**config.mk**
```make
export PLATFORM = sky130hd
export DESIGN_NAME = dual_sensor_force_fusion
export DESIGN_NICKNAME = d
export VERILOG_FILES = /design/src/sv/dsff_pkg.sv /design/src/sv/dsff_front.sv /design/src/sv/dsff_queue.sv /design/src/sv/dsff_back.sv /design/src/sv/dual_sensor_force_fusion.sv
export SDC_FILE = /design/constraint.sdc
export NUM_CORES = 2
export LEC_CHECK = 0
export BUFFER_PORTS_ARGS = -buffer_cell sky130_fd_sc_hd__buf_2
export CAP_MARGIN = 30
export CORE_UTILIZATION = 65
export CTS_BUF_LIST = sky130_fd_sc_hd__clkbuf_4
export DETAILED_ROUTE_END_ITERATION = 16
export PLACE_DENSITY = 0.84
export SLEW_MARGIN = 10
export SYNTH_ARGS = -nofsm -noshare
export SYNTH_HDL_FRONTEND = slang
export SYNTH_SLANG_ARGS = --single-unit
```
**constraint.sdc**
```tcl
create_clock -name clock -period 17 [get_ports clock]
set_input_delay 0 -clock clock [delete_from_list [all_inputs] [get_ports clock]]
set_output_delay 0 -clock clock [all_outputs]
set_load 0.1 [all_outputs]
```
**src/sv/dsff_pkg.sv**
```systemverilog
// Shared types, constants and helper functions for the dual sensor force fusion block.
package dsff_pkg;

   localparam int FORCE_WIDTH = 24;
   localparam int AGE_WIDTH   = 17;

   localparam int Q16_W    = 17;
   localparam int STALE_W  = 16;
   localparam int PREF_W   = 2;
   localparam int CSR_IDX_W  = 3;
   localparam int CSR_DATA_W = 17;

   localparam int DEN_W   = Q16_W + 1;
   localparam int PROD_W  = DEN_W + FORCE_WIDTH;
   localparam int ACC_W   = FORCE_WIDTH + DEN_W + 1;
   localparam int CNT_W   = $clog2(FORCE_WIDTH);
   localparam int AGE_CMP_W = (AGE_WIDTH > STALE_W + 1) ? AGE_WIDTH : STALE_W + 1;

   localparam logic [CNT_W-1:0] DIV_LAST = CNT_W'(FORCE_WIDTH - 1);

   localparam logic [Q16_W-1:0] Q16_ONE = Q16_W'(65536);
   localparam logic [Q16_W-1:0] DEF_PW  = Q16_W'(45875);
   localparam logic [Q16_W-1:0] DEF_WW  = Q16_W'(19661);
   localparam logic [Q16_W-1:0] CONF_P  = Q16_W'(45875);
   localparam logic [Q16_W-1:0] CONF_W  = Q16_W'(36045);
   localparam logic [Q16_W-1:0] CONF_F  = Q16_W'(65536);

   localparam logic signed [FORCE_WIDTH-1:0] AZ_HI = FORCE_WIDTH'(64);
   localparam logic signed [FORCE_WIDTH-1:0] AZ_LO = -FORCE_WIDTH'(64);

   typedef enum logic [1:0] {
      SRC_INVALID  = 2'd0,
      SRC_PRESSURE = 2'd1,
      SRC_WRENCH   = 2'd2,
      SRC_FUSED    = 2'd3
   } src_type;

   typedef enum logic [PREF_W-1:0] {
      PREF_FUSED    = 2'd0,
      PREF_PRESSURE = 2'd1,
      PREF_WRENCH   = 2'd2,
      PREF_ALT      = 2'd3
   } pref_type;

   typedef enum logic {
      OP_ESTIMATE = 1'b0,
      OP_CLEAR    = 1'b1
   } op_type;

   typedef enum logic [CSR_IDX_W-1:0] {
      CSR_PRESSURE_WEIGHT = 3'd0,
      CSR_WRENCH_WEIGHT   = 3'd1,
      CSR_STALE_TIMEOUT   = 3'd2,
      CSR_HARD_TIMEOUT    = 3'd3,
      CSR_MIN_CONFIDENCE  = 3'd4,
      CSR_AUTO_ZERO       = 3'd5,
      CSR_PREFERRED       = 3'd6
   } csr_idx_type;

   typedef enum logic [2:0] {
      BK_IDLE,
      BK_MUL_P,
      BK_MUL_W,
      BK_PREP,
      BK_DIV,
      BK_EMIT
   } back_state_type;

   typedef struct packed {
      logic [Q16_W-1:0]   weight_p;
      logic [Q16_W-1:0]   weight_w;
      logic [STALE_W-1:0] stale_timeout;
      logic [Q16_W-1:0]   conf_floor;
      logic               auto_zero_enable;
      pref_type           src_pref;
   } cfg_type;

   typedef struct packed {
      src_type                src;
      logic [Q16_W-1:0]       conf;
      logic [FORCE_WIDTH-1:0] pf;
      logic [FORCE_WIDTH-1:0] wf;
      logic [FORCE_WIDTH-1:0] p_echo;
      logic [FORCE_WIDTH-1:0] w_echo;
   } entry_type;

   function automatic logic [Q16_W-1:0] clamp_q16(input logic [Q16_W-1:0] v);
      return (v > Q16_ONE) ? Q16_ONE : v;
   endfunction

   function automatic logic [FORCE_WIDTH-1:0] sat_force(input logic [FORCE_WIDTH:0] v);
      logic [FORCE_WIDTH-1:0] res;
      if (v[FORCE_WIDTH] != v[FORCE_WIDTH-1]) begin
         res = {v[FORCE_WIDTH], {(FORCE_WIDTH-1){~v[FORCE_WIDTH]}}};
      end else begin
         res = v[FORCE_WIDTH-1:0];
      end
      return res;
   endfunction

endpackage

```
**src/sv/dsff_front.sv**
```systemverilog
// Front end: takes items, keeps the bias, checks freshness and picks the source.
module dsff_front
   import dsff_pkg::*;
(
   input  logic                          clock,
   input  logic                          reset,
   input  cfg_type                       cfg,
   input  logic                          req_valid,
   output logic                          req_ready,
   input  logic                          req_operation,
   input  logic signed [FORCE_WIDTH-1:0] req_pressure_force,
   input  logic                          req_pressure_ok,
   input  logic signed [AGE_WIDTH-1:0]   req_pressure_age,
   input  logic signed [FORCE_WIDTH-1:0] req_wrench_force,
   input  logic                          req_wrench_ok,
   input  logic signed [AGE_WIDTH-1:0]   req_wrench_age,
   input  logic signed [1:0]             req_contact_sign,
   input  logic                          q_full,
   output logic                          q_push,
   output entry_type                     q_entry
);

   logic [FORCE_WIDTH-1:0] bias_ff, bias_in;
   logic [STALE_W-1:0]     stale_eff;
   logic                   p_fresh, w_fresh, az_hit, accept;
   logic [FORCE_WIDTH-1:0] bias_use;
   logic [FORCE_WIDTH:0]   p_diff, w_ext, w_signed;
   src_type                src;
   logic [Q16_W-1:0]       conf;

   function automatic logic is_fresh(input logic ok, input logic [AGE_WIDTH-1:0] age,
                                     input logic [STALE_W-1:0] lim);
      logic signed [AGE_CMP_W-1:0] age_x, lim_x;
      age_x = AGE_CMP_W'($signed(age));
      lim_x = AGE_CMP_W'(lim);
      return ok && !age[AGE_WIDTH-1] && (age_x <= lim_x);
   endfunction

   assign req_ready = !q_full;
   assign accept    = req_valid && req_ready;
   assign stale_eff = (cfg.stale_timeout == '0) ? STALE_W'(1) : cfg.stale_timeout;

   always_comb begin
      p_fresh  = is_fresh(req_pressure_ok, req_pressure_age, stale_eff);
      w_fresh  = is_fresh(req_wrench_ok, req_wrench_age, stale_eff);
      az_hit   = cfg.auto_zero_enable && p_fresh &&
                 (req_pressure_force > AZ_LO) && (req_pressure_force < AZ_HI);
      bias_use = az_hit ? req_pressure_force : bias_ff;
      p_diff   = {req_pressure_force[FORCE_WIDTH-1], req_pressure_force}
               - {bias_use[FORCE_WIDTH-1], bias_use};
      w_ext    = {req_wrench_force[FORCE_WIDTH-1], req_wrench_force};
      w_signed = req_contact_sign[1] ? -w_ext : w_ext;

      src = SRC_INVALID;
      unique case (cfg.src_pref)
         PREF_PRESSURE: begin
            if (p_fresh) src = SRC_PRESSURE;
            else if (w_fresh) src = SRC_WRENCH;
         end
         PREF_WRENCH: begin
            if (w_fresh) src = SRC_WRENCH;
            else if (p_fresh) src = SRC_PRESSURE;
         end
         default: begin
            if (p_fresh && w_fresh) src = SRC_FUSED;
            else if (p_fresh) src = SRC_PRESSURE;
            else if (w_fresh) src = SRC_WRENCH;
         end
      endcase

      unique case (src)
         SRC_PRESSURE: conf = CONF_P;
         SRC_WRENCH:   conf = CONF_W;
         SRC_FUSED:    conf = CONF_F;
         default:      conf = '0;
      endcase

      // below minimum: report the source's confidence but no estimate
      if (conf < clamp_q16(cfg.conf_floor)) begin
         src = SRC_INVALID;
      end

      q_entry.src    = src;
      q_entry.conf   = conf;
      q_entry.pf     = sat_force(p_diff);
      q_entry.wf     = sat_force(w_signed);
      q_entry.p_echo = req_pressure_force;
      q_entry.w_echo = req_wrench_force;

      q_push = accept && (req_operation == OP_ESTIMATE);

      bias_in = bias_ff;
      if (accept) begin
         if (req_operation == OP_CLEAR) bias_in = '0;
         else if (az_hit) bias_in = req_pressure_force;
      end
   end

   always_ff @(posedge clock) begin
      if (reset) begin
         bias_ff <= '0;
      end else begin
         bias_ff <= bias_in;
      end
   end

endmodule

```
**src/sv/dsff_queue.sv**
```systemverilog
// Two-entry queue of classified items between front and back.
module dsff_queue
   import dsff_pkg::*;
(
   input  logic      clock,
   input  logic      reset,
   input  logic      push,
   input  entry_type push_data,
   input  logic      pop,
   output logic      full,
   output logic      not_empty,
   output entry_type head
);

   localparam int DEPTH = 2;
   localparam int PTR_W = $clog2(DEPTH);

   entry_type            slot_ff [DEPTH];
   logic [PTR_W-1:0]     wr_ptr_ff, wr_ptr_in, rd_ptr_ff, rd_ptr_in;
   logic [PTR_W:0]       count_ff, count_in;
   logic                 do_push, do_pop;

   assign full      = (count_ff == (PTR_W+1)'(DEPTH));
   assign not_empty = (count_ff != '0);
   assign head      = slot_ff[rd_ptr_ff];
   assign do_push   = push && !full;
   assign do_pop    = pop && not_empty;

   always_comb begin
      wr_ptr_in = do_push ? wr_ptr_ff + PTR_W'(1) : wr_ptr_ff;
      rd_ptr_in = do_pop  ? rd_ptr_ff + PTR_W'(1) : rd_ptr_ff;
      count_in  = count_ff + (PTR_W+1)'(do_push) - (PTR_W+1)'(do_pop);
   end

   always_ff @(posedge clock) begin
      if (reset) begin
         wr_ptr_ff <= '0;
         rd_ptr_ff <= '0;
         count_ff  <= '0;
      end else begin
         wr_ptr_ff <= wr_ptr_in;
         rd_ptr_ff <= rd_ptr_in;
         count_ff  <= count_in;
      end
   end

   always_ff @(posedge clock) begin
      if (do_push) slot_ff[wr_ptr_ff] <= push_data;
   end

endmodule

```
**src/sv/dsff_back.sv**
```systemverilog
// Back end: bypass or fusion with a shared multiplier and restoring divider, result register.
module dsff_back
   import dsff_pkg::*;
(
   input  logic                          clock,
   input  logic                          reset,
   input  cfg_type                       cfg,
   input  logic                          q_not_empty,
   input  entry_type                     q_head,
   output logic                          q_pop,
   output logic                          rsp_valid,
   input  logic                          rsp_ready,
   output logic signed [FORCE_WIDTH-1:0] rsp_force_estimate,
   output logic signed [FORCE_WIDTH-1:0] rsp_pressure_echo,
   output logic signed [FORCE_WIDTH-1:0] rsp_wrench_echo,
   output logic [1:0]                    rsp_source_code,
   output logic [Q16_W-1:0]              rsp_confidence,
   output logic                          rsp_estimate_valid,
   output logic                          rsp_estimate_stale
);

   back_state_type state_ff, state_in;

   entry_type              work_ff;
   logic signed [ACC_W-1:0] acc_ff;
   logic                   neg_ff;
   logic [DEN_W-1:0]       rem_ff, rem_in;
   logic [FORCE_WIDTH-1:0] quo_ff, quo_in;
   logic [CNT_W-1:0]       cnt_ff;

   logic                   rsp_valid_ff, rsp_valid_in;
   logic [FORCE_WIDTH-1:0] est_ff, p_echo_ff, w_echo_ff;
   src_type                src_ff;
   logic [Q16_W-1:0]       conf_ff;

   logic [Q16_W-1:0]       pw_c, ww_c, pw, ww;
   logic [DEN_W-1:0]       den;
   logic signed [DEN_W-1:0]       mul_a;
   logic signed [FORCE_WIDTH-1:0] mul_b;
   logic signed [PROD_W-1:0]      prod;
   logic [ACC_W-1:0]       mag, dvd;
   logic [DEN_W:0]         rem_sh, trial;
   logic                   ge;

   logic                   out_free, take_direct, take_fused, emit_fused;
   entry_type              out_src_entry;
   logic [FORCE_WIDTH-1:0] direct_est, fused_est;

   // weights and divisor
   always_comb begin
      pw_c = clamp_q16(cfg.weight_p);
      ww_c = clamp_q16(cfg.weight_w);
      if (pw_c == '0 && ww_c == '0) begin
         pw = DEF_PW;
         ww = DEF_WW;
      end else begin
         pw = pw_c;
         ww = ww_c;
      end
      den = DEN_W'(pw) + DEN_W'(ww);
   end

   // shared multiplier and divider step
   always_comb begin
      mul_a  = (state_ff == BK_MUL_P) ? $signed(DEN_W'(pw)) : $signed(DEN_W'(ww));
      mul_b  = (state_ff == BK_MUL_P) ? $signed(work_ff.pf) : $signed(work_ff.wf);
      prod   = mul_a * mul_b;
      mag    = acc_ff[ACC_W-1] ? ACC_W'(-acc_ff) : ACC_W'(acc_ff);
      dvd    = mag + ACC_W'(den >> 1);
      rem_sh = {rem_ff, quo_ff[FORCE_WIDTH-1]};
      trial  = rem_sh - {1'b0, den};
      ge     = !trial[DEN_W];
      rem_in = ge ? trial[DEN_W-1:0] : rem_sh[DEN_W-1:0];
      quo_in = {quo_ff[FORCE_WIDTH-2:0], ge};
      fused_est = neg_ff ? -quo_ff : quo_ff;
   end

   // next state
   always_comb begin
      state_in = state_ff;
      unique case (state_ff)
         BK_IDLE:  if (q_not_empty && out_free && q_head.src == SRC_FUSED) state_in = BK_MUL_P;
         BK_MUL_P: state_in = BK_MUL_W;
         BK_MUL_W: state_in = BK_PREP;
         BK_PREP:  state_in = BK_DIV;
         BK_DIV:   if (cnt_ff == '0) state_in = BK_EMIT;
         BK_EMIT:  if (out_free) state_in = BK_IDLE;
         default:  state_in = BK_IDLE;
      endcase
   end

   // outputs of the state machine
   always_comb begin
      out_free    = !rsp_valid_ff || rsp_ready;
      q_pop       = (state_ff == BK_IDLE) && q_not_empty && out_free;
      take_fused  = q_pop && (q_head.src == SRC_FUSED);
      take_direct = q_pop && (q_head.src != SRC_FUSED);
      emit_fused  = (state_ff == BK_EMIT) && out_free;

      out_src_entry = emit_fused ? work_ff : q_head;
      unique case (q_head.src)
         SRC_PRESSURE: direct_est = q_head.pf;
         SRC_WRENCH:   direct_est = q_head.wf;
         default:      direct_est = '0;
      endcase

      if (take_direct || emit_fused) rsp_valid_in = 1'b1;
      else if (rsp_ready)            rsp_valid_in = 1'b0;
      else                           rsp_valid_in = rsp_valid_ff;
   end

   always_ff @(posedge clock) begin
      if (reset) begin
         state_ff     <= BK_IDLE;
         rsp_valid_ff <= 1'b0;
      end else begin
         state_ff     <= state_in;
         rsp_valid_ff <= rsp_valid_in;
      end
   end

   always_ff @(posedge clock) begin
      if (take_fused) work_ff <= q_head;
      if (state_ff == BK_MUL_P) acc_ff <= ACC_W'(prod);
      if (state_ff == BK_MUL_W) acc_ff <= acc_ff + ACC_W'(prod);
      if (state_ff == BK_PREP) begin
         neg_ff <= acc_ff[ACC_W-1];
         rem_ff <= dvd[DEN_W+FORCE_WIDTH-1:FORCE_WIDTH];
         quo_ff <= dvd[FORCE_WIDTH-1:0];
         cnt_ff <= DIV_LAST;
      end
      if (state_ff == BK_DIV) begin
         rem_ff <= rem_in;
         quo_ff <= quo_in;
         cnt_ff <= cnt_ff - CNT_W'(1);
      end
      if (take_direct || emit_fused) begin
         est_ff    <= emit_fused ? fused_est : direct_est;
         p_echo_ff <= out_src_entry.p_echo;
         w_echo_ff <= out_src_entry.w_echo;
         src_ff    <= out_src_entry.src;
         conf_ff   <= out_src_entry.conf;
      end
   end

   assign rsp_valid          = rsp_valid_ff;
   assign rsp_force_estimate = est_ff;
   assign rsp_pressure_echo  = p_echo_ff;
   assign rsp_wrench_echo    = w_echo_ff;
   assign rsp_source_code    = src_ff;
   assign rsp_confidence     = conf_ff;
   assign rsp_estimate_valid = (src_ff != SRC_INVALID);
   assign rsp_estimate_stale = (src_ff == SRC_INVALID);

endmodule

```
**src/sv/dual_sensor_force_fusion.sv**
```systemverilog
// Top level of the dual sensor force fusion block: registers, front end, queue, back end.
//
// A single-source or invalid estimate passes the front end in the cycle it is
// taken, is written into the two-entry queue, and is loaded into the result
// register at the edge where the back end pulls it from the queue, once the back
// end is free. A fused estimate occupies the back end after it is pulled: the
// shared multiplier forms the weighted sum from the pressure and the wrench
// product, a preparation step takes the magnitude and adds the rounding offset,
// and the restoring divider gives one quotient bit per cycle; the result is then
// loaded into the result register once the output is free.
// Clear-bias items update the bias register and produce no result.
module dual_sensor_force_fusion
   import dsff_pkg::*;
(
   input  logic                          clock,
   input  logic                          reset,
   input  logic                          req_valid,
   output logic                          req_ready,
   input  logic                          req_operation,
   input  logic signed [FORCE_WIDTH-1:0] req_pressure_force,
   input  logic                          req_pressure_ok,
   input  logic signed [AGE_WIDTH-1:0]   req_pressure_age,
   input  logic signed [FORCE_WIDTH-1:0] req_wrench_force,
   input  logic                          req_wrench_ok,
   input  logic signed [AGE_WIDTH-1:0]   req_wrench_age,
   input  logic signed [1:0]             req_contact_sign,
   output logic                          rsp_valid,
   input  logic                          rsp_ready,
   output logic signed [FORCE_WIDTH-1:0] rsp_force_estimate,
   output logic signed [FORCE_WIDTH-1:0] rsp_pressure_echo,
   output logic signed [FORCE_WIDTH-1:0] rsp_wrench_echo,
   output logic [1:0]                    rsp_source_code,
   output logic [Q16_W-1:0]              rsp_confidence,
   output logic                          rsp_estimate_valid,
   output logic                          rsp_estimate_stale,
   input  logic                          csr_valid,
   output logic                          csr_ready,
   input  logic [CSR_IDX_W-1:0]          csr_index,
   input  logic [CSR_DATA_W-1:0]         csr_data
);

   cfg_type   cfg_ff, cfg_in;
   logic      q_push, q_pop, q_full, q_not_empty;
   entry_type q_entry, q_head;

   assign csr_ready = 1'b1;

   always_comb begin
      cfg_in = cfg_ff;
      if (csr_valid) begin
         unique case (csr_index)
            CSR_PRESSURE_WEIGHT: cfg_in.weight_p         = csr_data[Q16_W-1:0];
            CSR_WRENCH_WEIGHT:   cfg_in.weight_w         = csr_data[Q16_W-1:0];
            CSR_STALE_TIMEOUT:   cfg_in.stale_timeout    = csr_data[STALE_W-1:0];
            CSR_MIN_CONFIDENCE:  cfg_in.conf_floor       = csr_data[Q16_W-1:0];
            CSR_AUTO_ZERO:       cfg_in.auto_zero_enable = csr_data[0];
            CSR_PREFERRED:       cfg_in.src_pref         = pref_type'(csr_data[PREF_W-1:0]);
            // hard limit and the unused index: nothing to store
            default:             cfg_in = cfg_ff;
         endcase
      end
   end

   always_ff @(posedge clock) begin
      if (reset) begin
         cfg_ff.weight_p         <= '0;
         cfg_ff.weight_w         <= '0;
         cfg_ff.stale_timeout    <= STALE_W'(1);
         cfg_ff.conf_floor       <= '0;
         cfg_ff.auto_zero_enable <= 1'b0;
         cfg_ff.src_pref         <= PREF_FUSED;
      end else begin
         cfg_ff <= cfg_in;
      end
   end

   dsff_front u_front (
      .clock              (clock),
      .reset              (reset),
      .cfg                (cfg_ff),
      .req_valid          (req_valid),
      .req_ready          (req_ready),
      .req_operation      (req_operation),
      .req_pressure_force (req_pressure_force),
      .req_pressure_ok    (req_pressure_ok),
      .req_pressure_age   (req_pressure_age),
      .req_wrench_force   (req_wrench_force),
      .req_wrench_ok      (req_wrench_ok),
      .req_wrench_age     (req_wrench_age),
      .req_contact_sign   (req_contact_sign),
      .q_full             (q_full),
      .q_push             (q_push),
      .q_entry            (q_entry)
   );

   dsff_queue u_queue (
      .clock     (clock),
      .reset     (reset),
      .push      (q_push),
      .push_data (q_entry),
      .pop       (q_pop),
      .full      (q_full),
      .not_empty (q_not_empty),
      .head      (q_head)
   );

   dsff_back u_back (
      .clock              (clock),
      .reset              (reset),
      .cfg                (cfg_ff),
      .q_not_empty        (q_not_empty),
      .q_head             (q_head),
      .q_pop              (q_pop),
      .rsp_valid          (rsp_valid),
      .rsp_ready          (rsp_ready),
      .rsp_force_estimate (rsp_force_estimate),
      .rsp_pressure_echo  (rsp_pressure_echo),
      .rsp_wrench_echo    (rsp_wrench_echo),
      .rsp_source_code    (rsp_source_code),
      .rsp_confidence     (rsp_confidence),
      .rsp_estimate_valid (rsp_estimate_valid),
      .rsp_estimate_stale (rsp_estimate_stale)
   );

endmodule

```
; ---- After elaboration in Yosys (flattened, before gate mapping)
; Memories as Yosys holds them, arrays and structs flattened. A register that Yosys moved wholly into a read port is not among the register bits.
; Cells that the tools add are included.
[op_classes]
add_sub_neg = 13
multipliers = 1
n_lt_le_gt_ge = 8
n_eq_ne = 25
muxes = 45
n_bitwise = 3
reduce_logical = 46
[op_table]
columns = cell, count
row1 = $mux 24, 9
row2 = $mux 115, 1
row3 = $mux 17, 6
row4 = $mux 43, 2
row5 = $mux 18, 3
row6 = $gt 17x17->1 const B, 3
row7 = $pmux 17 s3, 1
row8 = $pmux 24 s2, 1
row9 = $add 43x42->43, 1
row10 = $add 42x17->42, 1
row11 = $mul 18x24->42, 1
row12 = $mux 42, 1
row13 = $neg 42->42, 1
row14 = $le 17x17->1, 2
row15 = $logic_not 17->1, 2
row16 = $mux 25, 1
row17 = $neg 25->25, 1
row18 = $sub 24x24->25, 1
row19 = $gt 24x7->1 const B, 1
row20 = $lt 24x8->1 const B, 1
row21 = $neg 24->24, 1
row22 = $logic_and 1x1->1, 20
row23 = $sub 19x18->19, 1
row24 = $add 17x17->18, 1
row25 = 30 further kinds, 78
[word_totals]
regBits = 399
ramBits = 230
inputBits = 112
out_inout_bits = 96
wordCells = 170
n_memories = 1
[memory_table]
columns = memory, depth, width, rd, rd_ports_with_merged_regs, wr, line_no
row1 = u_queue.slot_ff, 2, 115, 1, 1, 1, dsff_queue.sv:18  ; entry_type slot_ff [DEPTH];

; ---- Depth between registers and ports, before layout
[logic_depth]
word_depth = 12
mapped_depth = 40
mapped_depth_nobuf = 39

; ---- By module
; A second synthesis with hierarchy kept.
[unflattened]
hier_cells = 4905
hier_area_um2 = 50693.6
[by_module_without_submodules]
columns = mod, n_inst, cells_per_inst, area_each_um2, seq_area_each_um2
row1 = dsff_back, 1, 3538, 33928.8, 8998.6
row2 = dsff_queue, 1, 385, 8733.4, 7006.7
row3 = dsff_front, 1, 727, 5205.0, 480.5
row4 = dual_sensor_force_fusion, 1, 255, 2826.5, 1401.3

; ---- Worst setup path before layout
; Ideal clock, no wire load.
[synth_path]
path_type = register to register
start = reg cfg_ff[57] in the netlist's numbering
end = reg u_back.acc_ff[42] (data pin)
setup_ps = 266
t_arrival_ps = 9164
required_ps = 16734
setup_slack_ps = 7571
path_stages_with_launch = 40
path_buffers = 3
period_less_slack_ps = 9429
path_cell_list = dfxtp_1 > nor4_1 > nand4_1 > nor4_1 > clkbuf_1 > a21oi_1 > o21a_1 > clkbuf_1 > clkbuf_1 > nor2_1 > fa_1 > inv_1 > fa_1 > fa_1 > inv_1 > fa_1 > fa_1 > inv_1 > [... 4 more ...] > o21bai_1 > a21o_1 > a211oi_1 > o21ai_0 > or2_2 > a41oi_1 > xnor2_1 > ha_1 > a211o_1 > a31oi_1 > o31a_1 > o2bb2ai_1 > a31oi_1 > o31ai_1 > o41ai_1 > o21ai_0 > mux2i_1 > xor2_1
[synth_between]
elab_chain_cells = 9
word_cells_on_any_way = 11
classes_between = 1 x add/sub / 1 x mul / 1 x order compare / 6 x mux / 2 x reduce/logical
[synth_lines]
columns = element, line_no
row1 = from (decl), dual_sensor_force_fusion.sv:42  ; cfg_type cfg_ff, cfg_in;
row2 = from (signal assigned), dual_sensor_force_fusion.sv:73  ; cfg_ff <= cfg_in;
row3 = $gt 17x17->1, dsff_pkg.sv:88  ; return (v > Q16_ONE) ? Q16_ONE : v;
row4 = $mux 17 *, dsff_pkg.sv:88
row5 = $logic_not 17->1, dsff_back.sv:53  ; if (pw_c == '0 && ww_c == '0) begin
row6 = $logic_and 1x1->1, dsff_back.sv:53
row7 = $mux 17, dsff_back.sv:53
row8 = $mux 17 *, dsff_back.sv:65  ; mul_a = (state_ff == BK_MUL_P) ? $signed(DEN_W'(pw)) : $signed(DEN_W'(ww));
row9 = $mul 18x24->42 *, dsff_back.sv:67  ; prod = mul_a * mul_b;
row10 = $add 43x42->43 / $mux 43 (equally long branches), "dsff_back.sv:125, dsff_back.sv:124"
row11 = $mux 43 *, dsff_back.sv:125  ; if (state_ff == BK_MUL_W) acc_ff <= acc_ff + ACC_W'(prod);
row12 = to (signal assigned), dsff_back.sv:124  ; if (state_ff == BK_MUL_P) acc_ff <= ACC_W'(prod);
row13 = to (signal assigned), dsff_back.sv:125
row14 = to (decl), dsff_back.sv:25  ; logic signed [ACC_W-1:0] acc_ff;
; Every way passes the cells marked *; elsewhere a longest branch is shown, timed or not. The select of a mux whose other input is x is not followed.
; A chain may end at the register's enable or synchronous reset.

; ---- Final worst setup path
[layout_path]
start = reg u_back.state_ff[1]
end = reg u_back.acc_ff[42] (data pin)
[layout_between]
elab_chain_cells = 5
word_cells_on_any_way = 8
classes_between = 1 x add/sub / 1 x mul / 2 x eq/ne / 4 x mux
[layout_lines]
columns = element, line_no
row1 = from (decl), dsff_back.sv:22  ; back_state_type state_ff, state_in;
row2 = from (signal assigned), dsff_back.sv:117  ; state_ff <= state_in;
row3 = $eq 3x1->1, "dsff_back.sv:65, dsff_back.sv:66"
row4 = $mux 17 / $mux 24 (equally long branches), "dsff_back.sv:65, dsff_back.sv:66"
row5 = $mul 18x24->42, dsff_back.sv:67
row6 = $add 43x42->43 / $mux 43 (equally long branches), "dsff_back.sv:125, dsff_back.sv:124"
row7 = $mux 43 *, dsff_back.sv:125
; Marks and branches as above.

==> results.yml <==
status:
  status: "completed"
placement:
  postPlaceCellArea_um2: 49200
  gp_congestion: 0.981
  dp_hpwl_um: 93400
  io_buffer_count: 204
  dp.cells: 5771
grt:
  grt-ovfl-total: 0
  grt_max_degree: 84
  grt_pass1_vias: 38300
  grt_pass1_wl_um: 210000
  grt_usage: 0.368
  antenna_found_initial: 5
detailed_routing:
  first_pass_iters: 6
  drt-met1-wl_um: 50000
  met3_length_um: 15300
  wl_per_cell_um: 22.0
  highest_layer: "met5"
  routed_wl_um: 137000
  wl_met2_um: 63800
  drt_iter0_drc: 4061
  drc: 0
  dr_total_vias: 38500
  ant_nets: 0
  via_per_inst: 6.18
critical_path:
  worstSetupPathType: "reg -> reg"
  crit_fanout: 41
  required_ns: 17.75
  worstPathArrival_ns: 11.71
  critPathCaptureType: "flop"
  slowest_stage: "mux2i_1"
  crit_path_frequent_cell: "fa_1"
  crit_path_max_incr_delay_ns: 0.69
  crit_path_start_kind: "flop"
clock_network:
  insertion_delay_ns: 1.08
  cts_sinks: 578
  h-tree-depth: 4
  clockRootBuffer: "clkbuf_4"
  cts_tree: "built"
  cts_buffers: 153
  clockBufferDepth: 3
  cts_setup_buffers: 0
  path_clk_slew_ns: 0.10
floorplan:
  core_um2: 71700
  fp.dieW_um: 272
  rows: 98
  fp.dieH_um: 272
  start_util: 0.658
  ios: 208
  fp.dieArea_um2: 73700
timing:
  maxSlewHeadroom: 0.305
  skew_ns: 0.136
  fin_tns_setup_ns: 0
  finalHoldViolCount: 0
  timing.fmax_mhz: 91.3
  finalCritPeriodShare: 0.644
  setup_viol: 0
  slew_viol_final: 0
  rsz0062_at_grt: "false"
  worst-slew-pin-transition_ns: 1.04
  layout_min_cycle_time_ns: 10.96
logic_synthesis:
  syn_avg_cell_area_um2: 9.95
  seq_area_frac_synth: 0.346
  synth_area_leader_cell: "edfxtp_1"
  synth_top_cell_area_share: 0.302
  synthCells: 4746
  netlist_area_um2: 47200
  ys_seq_elements: 578
  synth_edf_count: 475
  postSynthNetCount: 5551
  yosysWarnings: 0
  synthArstFlopShare: 0
  synthTopCellsByArea: "edfxtp_1 (30%), fa_1 (17%), ha_1 (7.6%)"
  ys.flop_type: "edfxtp_1"
  synth.distinct_cells: 80
finish:
  fillCellCount: 4830
  final_cell_mix: "inv_1 (605), nand2_1 (541), edfxtp_1 (475)"
  layout.nets: 5950
  final_common_cell: "inv_1"
  area_growth_pct: 12.2
  final_cells: 6226
  drive_gt1_frac: 0.142
  design_area_um2: 53000
min_path:
  hold_class: "in -> reg"
run:
  max_cap_viol_count: 0
[cells by family after synthesis]
family                     after synthesis  synth area share
other                                    2          0.000159
and+or+nand+nor                       1355             0.129
AOI/OAI and AO/OA                      841             0.112
DFF                                    578             0.346
xor gates and xnor gates               245            0.0454
muxes                                  237            0.0548
buffers and inverters                  790            0.0642
adders and majority gates              698             0.249
[state kept, by name, indices dropped and copies added, names as in the netlist, named ones only]
register and count:
u_back.acc_ff 43, u_front.bias_ff 24, u_back.rsp_confidence 4, u_back.rem_ff 18, u_queue.wr_ptr_ff 1, u_back.rsp_wrench_echo 24, u_back.quo_ff 24, u_queue.slot_ff 204
u_queue.count_ff 2, u_back.work_ff 102, cfg_ff 70, u_back.rsp_valid 1, u_back.rsp_pressure_echo 24, u_back.rsp_force_estimate 24, u_back.rsp_source_code 2, u_queue.rd_ptr_ff 1
u_back.neg_ff 1, u_back.state_ff 3, u_back.cnt_ff 5
[final cells by class]
cell class,count,area (um2),share of cell area
antenna,7,17.5,0.000330
clock buffer,226,1700,0.0320
clock inverter,53,343,0.00647
inverter,607,2280,0.0430
multi-input combinational,3378,28000,0.527
sequential,578,16300,0.308
tap,950,1190,0.0224
timing repair buffer,427,3200,0.0604
[synthesized netlist by cell type (22+ instances only)]
| library cell | n |
|---|---|
| o31ai_1 | 35 |
| a21o_1 | 90 |
| a211oi_1 | 22 |
| xor2_1 | 97 |
| edfxtp_1 | 475 |
| or3_1 | 30 |
| a31oi_1 | 23 |
| nor3_1 | 51 |
| ha_1 | 287 |
| o21bai_1 | 24 |
| fa_1 | 406 |
| mux2_2 | 171 |
| nand2b_1 | 46 |
| inv_1 | 605 |
| o22ai_1 | 27 |
| dfxtp_1 | 103 |
| nand3_1 | 46 |
| nand2_1 | 545 |
| clkbuf_1 | 160 |
| o21ai_0 | 197 |
| or2_2 | 24 |
| a21oi_1 | 250 |
| nor2_1 | 408 |
| mux2i_1 | 66 |
| o21a_1 | 26 |
| nor2b_1 | 43 |
| xnor2_1 | 148 |
| and3_1 | 27 |
| a22oi_1 | 25 |
| nor4_1 | 39 |
| and2_1 | 23 |
[through the flow]
| stage | setup slack (ns) | hold WS, ns | utilization |
|---|---|---|---|
| after CTS | 6.17 | 0.00434 | 0.737 |
| after global placement | 6.03 | 0.241 | 0.685 |
| after global routing | 5.51 | 0.0516 | 0.739 |
| after floorplan | 7.57 | 0.0989 | - |
| final | 6.04 | 0.0253 | 0.739 |
| after detailed placement | 6.10 | 0.245 | 0.686 |
[worst paths after layout]
check | start | end | slack [ns] | depth (start not counted)
worst max-delay path | u_back.state_ff[1] | u_back.acc_ff[42] | 6.04 | 35
worst min-delay path | req_wrench_force[21] | u_queue.slot_ff[0][70] | 0.03 | 4
worst max register to register | u_back.state_ff[1] | u_back.acc_ff[42] | 6.04 | 35
worst min register to register | u_front.bias_ff[14] | u_front.bias_ff[14] | 0.47 | 2
[repair_timing]
action	4_1_cts	5_1_grt
resized for setup	0	0
endpoints found under the hold margin	377	0
hold buffers	163	0
[critical path, delay by kind of cell, from the launching register on]
kind	cells	cell delay, ns
adder cells (fa/ha/maj)	8	3.86
AND/OR/NAND/NOR	8	1.89
multiplexers	2	0.85
flip-flops	1	0.52
AO/OA/AOI/OAI	9	2.06
buffers and inverters	6	1.03
XOR/XNOR	2	0.53
[per-layer routing]
| layer | up-vias | track usage |
|---|---|---|
| met3 | 566 | 0.101 |
| met5 | - | 0 |
| met4 | 4 | 0.191 |
| li1 | 17000 | - |
| met1 | 18500 | 0.454 |
| met2 | 2407 | 0.592 |
Power is not shown: default switching activity piles up to over one toggle a cycle in this logic, so the estimate is an artifact.
